$ cat src/rtl/core/sctr_pkg.sv
// shared types, constants and round function for the speck-128/128 ctr block
package sctr_pkg;

  // configuration port geometry
  localparam int CFG_ADDR_W = 5;
  localparam int CFG_DATA_W = 64;
  localparam int REG_IDX_W  = 2;

  // register indexes, one 64-bit register every 8 bytes
  localparam logic [REG_IDX_W-1:0] REG_KEY_LOW    = 2'd0;
  localparam logic [REG_IDX_W-1:0] REG_KEY_HIGH   = 2'd1;
  localparam logic [REG_IDX_W-1:0] REG_NONCE_LOW  = 2'd2;
  localparam logic [REG_IDX_W-1:0] REG_NONCE_HIGH = 2'd3;

  // cipher word and block geometry
  localparam int WORD_W      = 64;
  localparam int COUNT_W     = 5;
  localparam int BLOCK_BYTES = 16;
  localparam int WORD_BYTES  = 8;
  localparam int ROT_HI      = 8;
  localparam int ROT_LO      = 3;

  typedef struct packed {
    logic [WORD_W-1:0] key_low;
    logic [WORD_W-1:0] key_high;
    logic [WORD_W-1:0] nonce_low;
    logic [WORD_W-1:0] nonce_high;
  } cfg_t;

  typedef struct packed {
    logic [WORD_W-1:0] hi;
    logic [WORD_W-1:0] lo;
  } pair_t;

  typedef enum logic [1:0] {
    S_IDLE,
    S_EXPAND,
    S_ENC,
    S_FINISH
  } state_t;

  // one speck round: x = (ror(x,8) + y) ^ k, y = rol(y,3) ^ x
  function automatic pair_t speck_round(input logic [WORD_W-1:0] hi,
                                        input logic [WORD_W-1:0] lo,
                                        input logic [WORD_W-1:0] k);
    logic [WORD_W-1:0] a;
    pair_t             res;
    a      = ({hi[ROT_HI-1:0], hi[WORD_W-1:ROT_HI]} + lo) ^ k;
    res.hi = a;
    res.lo = {lo[WORD_W-ROT_LO-1:0], lo[WORD_W-1:WORD_W-ROT_LO]} ^ a;
    return res;
  endfunction

  // keep the low n bytes of a word, n from 0 to 8
  function automatic logic [WORD_W-1:0] byte_mask(input logic [3:0] n);
    logic [WORD_W-1:0] m;
    for (int i = 0; i < WORD_BYTES; i++) begin
      m[8*i +: 8] = (4'(i) < n) ? 8'hff : 8'h00;
    end
    return m;
  endfunction

endpackage

$ cat src/rtl/core/sctr_ram.sv
// generic single-write, single-read ram with registered read data
module sctr_ram #(
  parameter int WIDTH = 64,
  parameter int DEPTH = 32
) (
  input  logic                     clk,
  input  logic                     we,
  input  logic [$clog2(DEPTH)-1:0] waddr,
  input  logic [WIDTH-1:0]         wdata,
  input  logic [$clog2(DEPTH)-1:0] raddr,
  output logic [WIDTH-1:0]         rdata
);

  logic [WIDTH-1:0] mem [DEPTH];

  // write port and registered read port
  always_ff @(posedge clk) begin
    if (we) begin
      mem[waddr] <= wdata;
    end
    rdata <= mem[raddr];
  end

endmodule

$ cat src/rtl/core/sctr_regs.sv
// apb register file holding key and nonce
module sctr_regs import sctr_pkg::*; (
  input  logic                  clk,
  input  logic                  rst,
  input  logic                  psel,
  input  logic                  penable,
  input  logic                  pwrite,
  input  logic [CFG_ADDR_W-1:0] paddr,
  input  logic [CFG_DATA_W-1:0] pwdata,
  output logic [CFG_DATA_W-1:0] prdata,
  output logic                  pready,
  output cfg_t                  cfg
);

  logic                 wr_en;
  logic [REG_IDX_W-1:0] idx;

  assign pready = 1'b1;
  assign wr_en  = psel && penable && pwrite;
  assign idx    = paddr[CFG_ADDR_W-1:CFG_ADDR_W-REG_IDX_W];

  // register writes
  always_ff @(posedge clk) begin
    if (rst) begin
      cfg <= '0;
    end else if (wr_en) begin
      unique case (idx)
        REG_KEY_LOW:    cfg.key_low    <= pwdata;
        REG_KEY_HIGH:   cfg.key_high   <= pwdata;
        REG_NONCE_LOW:  cfg.nonce_low  <= pwdata;
        REG_NONCE_HIGH: cfg.nonce_high <= pwdata;
      endcase
    end
  end

  // read mux
  always_comb begin
    unique case (idx)
      REG_KEY_LOW:    prdata = cfg.key_low;
      REG_KEY_HIGH:   prdata = cfg.key_high;
      REG_NONCE_LOW:  prdata = cfg.nonce_low;
      REG_NONCE_HIGH: prdata = cfg.nonce_high;
    endcase
  end

endmodule

$ cat src/rtl/core/sctr_core.sv
// round engine: input buffer, key expansion, ctr encryption, output register
module sctr_core import sctr_pkg::*; #(
  parameter int ROUND_COUNT = 32
) (
  input  logic               clk,
  input  logic               rst,
  input  cfg_t               cfg,
  input  logic               in_valid,
  output logic               in_stall,
  input  logic [WORD_W-1:0]  data_low,
  input  logic [WORD_W-1:0]  data_high,
  input  logic [COUNT_W-1:0] byte_count,
  input  logic               start_of_message,
  output logic               out_valid,
  input  logic               out_stall,
  output logic [WORD_W-1:0]  result_low,
  output logic [WORD_W-1:0]  result_high
);

  localparam int RW = $clog2(ROUND_COUNT);
  localparam logic [RW-1:0] LAST_RND = RW'(ROUND_COUNT - 1);

  state_t state, state_next;

  // one-word input buffer
  logic               buf_valid;
  logic [WORD_W-1:0]  buf_low;
  logic [WORD_W-1:0]  buf_high;
  logic [COUNT_W-1:0] buf_count;
  logic               buf_som;

  // working set of the word in flight
  logic [WORD_W-1:0]  x;
  logic [WORD_W-1:0]  y;
  logic [RW-1:0]      rnd;
  logic [WORD_W-1:0]  work_low;
  logic [WORD_W-1:0]  work_high;
  logic [COUNT_W-1:0] work_count;
  logic [WORD_W-1:0]  counter;

  // round key memory ports
  logic               ram_we;
  logic [RW-1:0]      ram_raddr;
  logic [WORD_W-1:0]  ram_rdata;

  logic               take;
  logic               out_free;
  logic               fin_fire;
  logic               last;
  pair_t              exp_rnd;
  pair_t              enc_rnd;
  logic [COUNT_W-1:0] buf_count_sat;
  logic [3:0]         lo_bytes;
  logic [3:0]         hi_bytes;

  sctr_ram #(
    .WIDTH (WORD_W),
    .DEPTH (ROUND_COUNT)
  ) u_rk_ram (
    .clk   (clk),
    .we    (ram_we),
    .waddr (rnd),
    .wdata (y),
    .raddr (ram_raddr),
    .rdata (ram_rdata)
  );

  assign out_free = !out_valid || !out_stall;
  assign last     = (rnd == LAST_RND);
  assign in_stall = buf_valid && !take;

  // round datapath for schedule and cipher
  assign exp_rnd = speck_round(x, y, WORD_W'(rnd));
  assign enc_rnd = speck_round(x, y, ram_rdata);

  // byte count above sixteen counts as a full block
  assign buf_count_sat = (buf_count > COUNT_W'(BLOCK_BYTES)) ? COUNT_W'(BLOCK_BYTES) : buf_count;
  assign lo_bytes = (work_count >= COUNT_W'(WORD_BYTES)) ? 4'(WORD_BYTES) : work_count[3:0];
  assign hi_bytes = (work_count > COUNT_W'(WORD_BYTES)) ?
                    4'(work_count - COUNT_W'(WORD_BYTES)) : 4'd0;

  // next state
  always_comb begin
    state_next = state;
    unique case (state)
      S_IDLE:   if (buf_valid) state_next = buf_som ? S_EXPAND : S_ENC;
      S_EXPAND: if (last) state_next = S_ENC;
      S_ENC:    if (last) state_next = S_FINISH;
      S_FINISH: if (out_free) state_next = S_IDLE;
      default:  state_next = S_IDLE;
    endcase
  end

  // control outputs
  always_comb begin
    take      = 1'b0;
    ram_we    = 1'b0;
    ram_raddr = '0;
    fin_fire  = 1'b0;
    unique case (state)
      S_IDLE:   take = buf_valid;
      S_EXPAND: ram_we = 1'b1;
      S_ENC:    ram_raddr = last ? '0 : rnd + 1'b1;
      S_FINISH: fin_fire = out_free;
      default:  ;
    endcase
  end

  // state and control registers
  always_ff @(posedge clk) begin
    if (rst) begin
      state     <= S_IDLE;
      buf_valid <= 1'b0;
      out_valid <= 1'b0;
      counter   <= '0;
      rnd       <= '0;
    end else begin
      state <= state_next;
      if (in_valid && !in_stall) begin
        buf_valid <= 1'b1;
      end else if (take) begin
        buf_valid <= 1'b0;
      end
      if (fin_fire) begin
        out_valid <= 1'b1;
      end else if (!out_stall) begin
        out_valid <= 1'b0;
      end
      // counter loads at message start, steps after a full block
      if (take && buf_som) begin
        counter <= cfg.nonce_low;
      end else if (fin_fire && work_count[4]) begin
        counter <= counter + 1'b1;
      end
      if (take || (state == S_EXPAND && last)) begin
        rnd <= '0;
      end else if (state == S_EXPAND || state == S_ENC) begin
        rnd <= rnd + 1'b1;
      end
    end
  end

  // payload registers
  always_ff @(posedge clk) begin
    if (in_valid && !in_stall) begin
      buf_low   <= data_low;
      buf_high  <= data_high;
      buf_count <= byte_count;
      buf_som   <= start_of_message;
    end
    if (take) begin
      work_low   <= buf_low;
      work_high  <= buf_high;
      work_count <= buf_count_sat;
      if (buf_som) begin
        x <= cfg.key_high;
        y <= cfg.key_low;
      end else begin
        x <= cfg.nonce_high;
        y <= counter;
      end
    end else if (state == S_EXPAND) begin
      if (last) begin
        x <= cfg.nonce_high;
        y <= counter;
      end else begin
        x <= exp_rnd.hi;
        y <= exp_rnd.lo;
      end
    end else if (state == S_ENC) begin
      x <= enc_rnd.hi;
      y <= enc_rnd.lo;
    end
    if (fin_fire) begin
      result_low  <= (work_low ^ y) & byte_mask(lo_bytes);
      result_high <= (work_high ^ x) & byte_mask(hi_bytes);
    end
  end

endmodule

$ cat src/rtl/core/speck128_128_ctr_stream_xor.sv
// speck-128/128 counter mode stream xor, top level
// Each word is a 16-byte block that is xored with the Speck-128/128 encryption of
// (nonce_high, block counter); bytes past byte_count come out zero and the counter
// steps only after a full block. A word passes through load, one round per cycle
// on the single round unit, and handoff to the output register; a start-of-message
// word first runs the key schedule, which writes one round key per cycle into the
// round-key memory that the cipher rounds then read back through its one read port.
// One word waits in an input buffer while another is in the rounds, and a finished
// result waits in the output register while the next word runs its rounds; that
// word's handoff to the output register waits until the register is free. There is
// no clearing pass after reset; key, nonce and counter registers reset to zero.
module speck128_128_ctr_stream_xor import sctr_pkg::*; #(
  parameter int ROUND_COUNT = 32
) (
  input  logic                  clk,
  input  logic                  rst,
  input  logic                  psel,
  input  logic                  penable,
  input  logic                  pwrite,
  input  logic [CFG_ADDR_W-1:0] paddr,
  input  logic [CFG_DATA_W-1:0] pwdata,
  output logic [CFG_DATA_W-1:0] prdata,
  output logic                  pready,
  input  logic                  in_valid,
  output logic                  in_stall,
  input  logic [WORD_W-1:0]     data_low,
  input  logic [WORD_W-1:0]     data_high,
  input  logic [COUNT_W-1:0]    byte_count,
  input  logic                  start_of_message,
  output logic                  out_valid,
  input  logic                  out_stall,
  output logic [WORD_W-1:0]     result_low,
  output logic [WORD_W-1:0]     result_high
);

  cfg_t cfg;

  // configuration registers
  sctr_regs u_regs (
    .clk     (clk),
    .rst     (rst),
    .psel    (psel),
    .penable (penable),
    .pwrite  (pwrite),
    .paddr   (paddr),
    .pwdata  (pwdata),
    .prdata  (prdata),
    .pready  (pready),
    .cfg     (cfg)
  );

  // cipher engine
  sctr_core #(
    .ROUND_COUNT (ROUND_COUNT)
  ) u_core (
    .clk              (clk),
    .rst              (rst),
    .cfg              (cfg),
    .in_valid         (in_valid),
    .in_stall         (in_stall),
    .data_low         (data_low),
    .data_high        (data_high),
    .byte_count       (byte_count),
    .start_of_message (start_of_message),
    .out_valid        (out_valid),
    .out_stall        (out_stall),
    .result_low       (result_low),
    .result_high      (result_high)
  );

endmodule

$ cat config.mk
export PLATFORM = sky130hd
export DESIGN_NAME = speck128_128_ctr_stream_xor
export DESIGN_NICKNAME = d
export VERILOG_FILES = /design/src/rtl/core/sctr_pkg.sv /design/src/rtl/core/sctr_ram.sv /design/src/rtl/core/sctr_regs.sv /design/src/rtl/core/sctr_core.sv /design/src/rtl/core/speck128_128_ctr_stream_xor.sv
export SDC_FILE = /design/constraint.sdc
export NUM_CORES = 2
export LEC_CHECK = 0
export BUFFER_PORTS_ARGS = -buffer_cell sky130_fd_sc_hd__buf_2
export CAP_MARGIN = 10
export CORE_ASPECT_RATIO = 1.1
export CORE_UTILIZATION = 55
export CTS_BUF_LIST = sky130_fd_sc_hd__clkbuf_8
export DETAILED_ROUTE_END_ITERATION = 8
export GPL_TIMING_DRIVEN = 0
export PLACE_DENSITY = 0.83
export SKIP_LAST_GASP = 1
export SYNTH_ARGS = -nofsm -noshare
export SYNTH_HDL_FRONTEND = slang
export SYNTH_SLANG_ARGS = --single-unit
$ cat constraint.sdc
create_clock -name clk -period 28.4 [get_ports clk]
set_input_delay 4.26 -clock clk [delete_from_list [all_inputs] [get_ports clk]]
set_output_delay 4.26 -clock clk [all_outputs]
set_load 0.005 [all_outputs]
==> out/metrics.cfg <==
[logic_synthesis]
yosys.area.top_type_share_pct = 64.5
synth.cell_area_um2 = 120000
synth.most_common_cell = edfxtp_1
synth_warnings = 0
ys_ff_latch = 2964
syn_area_per_cell_um2 = 14.8
synth_nets = 8399
yosys-top-cells-area = edfxtp_1 64%, dfxtp_1 6.6%, mux4_2 6.1%, nand2_1 3.4%, a21oi_1 1.9%
synth-async-reset-ratio_pct = 0
netlist.top_cell.by_area = edfxtp_1
synth_commonest_cells = 2571 x edfxtp_1, 1090 x nand2_1, 477 x clkbuf_1
synth_cell_types = 86
synthFlopType = edfxtp_1
synth_seq_area_share_pct = 71.1
synth-edff-count = 2571
synthCells = 8115

[sta]
fin_crit_sh_pct = 40.2
fmax_mhz = 87.6
layout_min_cycle_time_ps = 11420
drv_slew = 13
finalSetupTns_ps = 0
rsz0062_at_grt = no
slew_headroom_pct = -2.69
fin_worst_skew_ps = 85.0
worst_pin_slew_ps = 1540
hold_violations = 0
setup_viol = 0

[pwr]
peakVddDrop_mv = 0.0687
p_total_mw = 14.7
p_per_area_nw_per_um2 = 106
power_leakage_nw = 45.8

[drt]
wl_per_cell_um = 35.9
drc = 18
via_per_inst = 7.00
dr.pass1.iters = 9
vias = 87200
wirelength_um = 447000
final_antenna_net_count = 0
drt_iter0_markers = 16700

[status]
outcome = finished with violations
violations = DRC, capacitance limit, slew limit

[critical_path]
worstPathRequired_ps = 24140
cp_max_fo = 10
crit_arrival_ps = 7160
criticalPathCategory = primary input to output pin
worst_setup_path_start_kind = primary input
end_kind = output pin

[clock_network]
clockBufferDepth = 4
hold_buffers = 0
clk_latency_ps = 1190
cts-htree-levels = 5
path_clk_slew_ps = 60
cts_setup_buffers = 0
cts.repair.resized = 0
cts_sinks = 2964
clock-root-buffer = clkbuf_8
numCtsBuffers = 456
cts_tree = yes

[global_route]
grt_pass1_vias = 82200
grt_max_degree = 56
grt_overflow_total = 0
antenna_found_initial = 41
grt_pass1_wl_um = 608000
grtUsageTotal_pct = 39.9

[worst_hold_path]
hp-class = register to register

[layout]
utilization_pct = 64.1
syn_to_final_growth_pct = 15.8
num-nets-final = 9455
drive_gt1_share_pct = 16.8
final.fill_count = 14700

[flow_run]
maxCapViolCount = 1

[floorplanning]
coreArea_um2 = 216000
die_area_um2 = 220000
start_util_pct = 55.3
io_pins = 405
num_rows = 179
die_h_um = 491
die_w_um = 447

[placed_design]
dp_hpwl_um = 319000
gp_congestion = 1.01
numPortBuffers = 397

-- sequential cells by signal (all words and copies together), names as in the netlist, 5 cells and up --
name                   count
u_core.u_rk_ram.mem     2048
u_regs.cfg               256
u_core.buf_high           64
u_core.buf_low            64
u_core.counter            64
u_core.result_high        64
u_core.result_low         64
u_core.u_rk_ram.rdata     64
u_core.work_high          64
u_core.work_low           64
u_core.x                  64
u_core.y                  64
u_core.buf_count           5
u_core.rnd                 5
u_core.work_count          5
-- logic make-up after synthesis --
logic type / synth area share (%)
flops: 71.1
fa+ha+maj: 0.780
other cells: 0.00313
compound gates: 10.4
simple gates: 6.17
xor+xnor: 2.73
mux: 6.98
buf+inv: 1.90
-- layout make-up --
class                           instances  area [um2]  share of cell area, %
Sequential cell                      2964       85100                   61.4
Buffer                                553        2100                   1.52
Inverter                               48         180                  0.130
Clock inverter                        312        1760                   1.27
Multi-Input combinational cell       4550       32700                   23.6
Antenna cell                           30        75.1                 0.0542
Clock buffer                          497        6840                   4.94
Timing Repair Buffer                  598        6280                   4.53
Tap cell                             2896        3620                   2.61
-- power by group --
part	internal, mW	switching [mW]	leakage, nW
combinational	1.76	3.27	14.2
sequential	5.68	0.543	26.6
clock	1.75	1.71	4.97
total	9.19	5.52	45.8
-- metal layers --
layer | track usage [%] | wire length [um]
met4 | 27.3 | 39300
met5 | 0.287 | 382
met3 | 14.8 | 72700
met2 | 56.4 | 188000
met1 | 51.0 | 147000
-- cell usage in the layout, fill, tap and decap left out, drive strengths merged, types with 65 or more instances in the layout --
cell,instances
a211oi,68
nor3,65
buf,673
clkinv,134
ha,73
xnor2,243
o221ai,256
edfxtp,2571
a21oi,454
o21ai,377
xor2,112
inv,203
a31oi,79
a311oi,129
mux2i,104
clkbuf,975
nor2,383
o211ai,67
mux4,322
nand2,1090
dfxtp,393
o22ai,302
-- critical path: stages --
cell and delay, ps:
clkbuf_1 270, buf_1 950, buf_1 790, mux4_2 700
buf_2 170
-- path summary, 6_finish.rpt --
path,startpoint,end,slack [ps],cells past startpoint
hold / removal,u_core.buf_high[39],u_core.work_high[39],370,0
hold reg to reg,u_core.buf_high[39],u_core.work_high[39],370,0
setup reg to reg,u_core.rnd[0],u_core.u_rk_ram.rdata[3],19830,15
setup / recovery,paddr[3],prdata[4],16980,5
-- per-stage QoR --
step	hold WS (ps)	setup slack, ps	instance area (um2)	instances
after floorplan	400	14830	120000	8115
after global placement	400	9100	125000	11400
after detailed placement	405	17080	130000	11600
after CTS	386	17060	138000	12400
after global routing	390	16850	139000	12400
final	371	16980	139000	12400
Note: power is estimated with default switching activity, not from simulation.
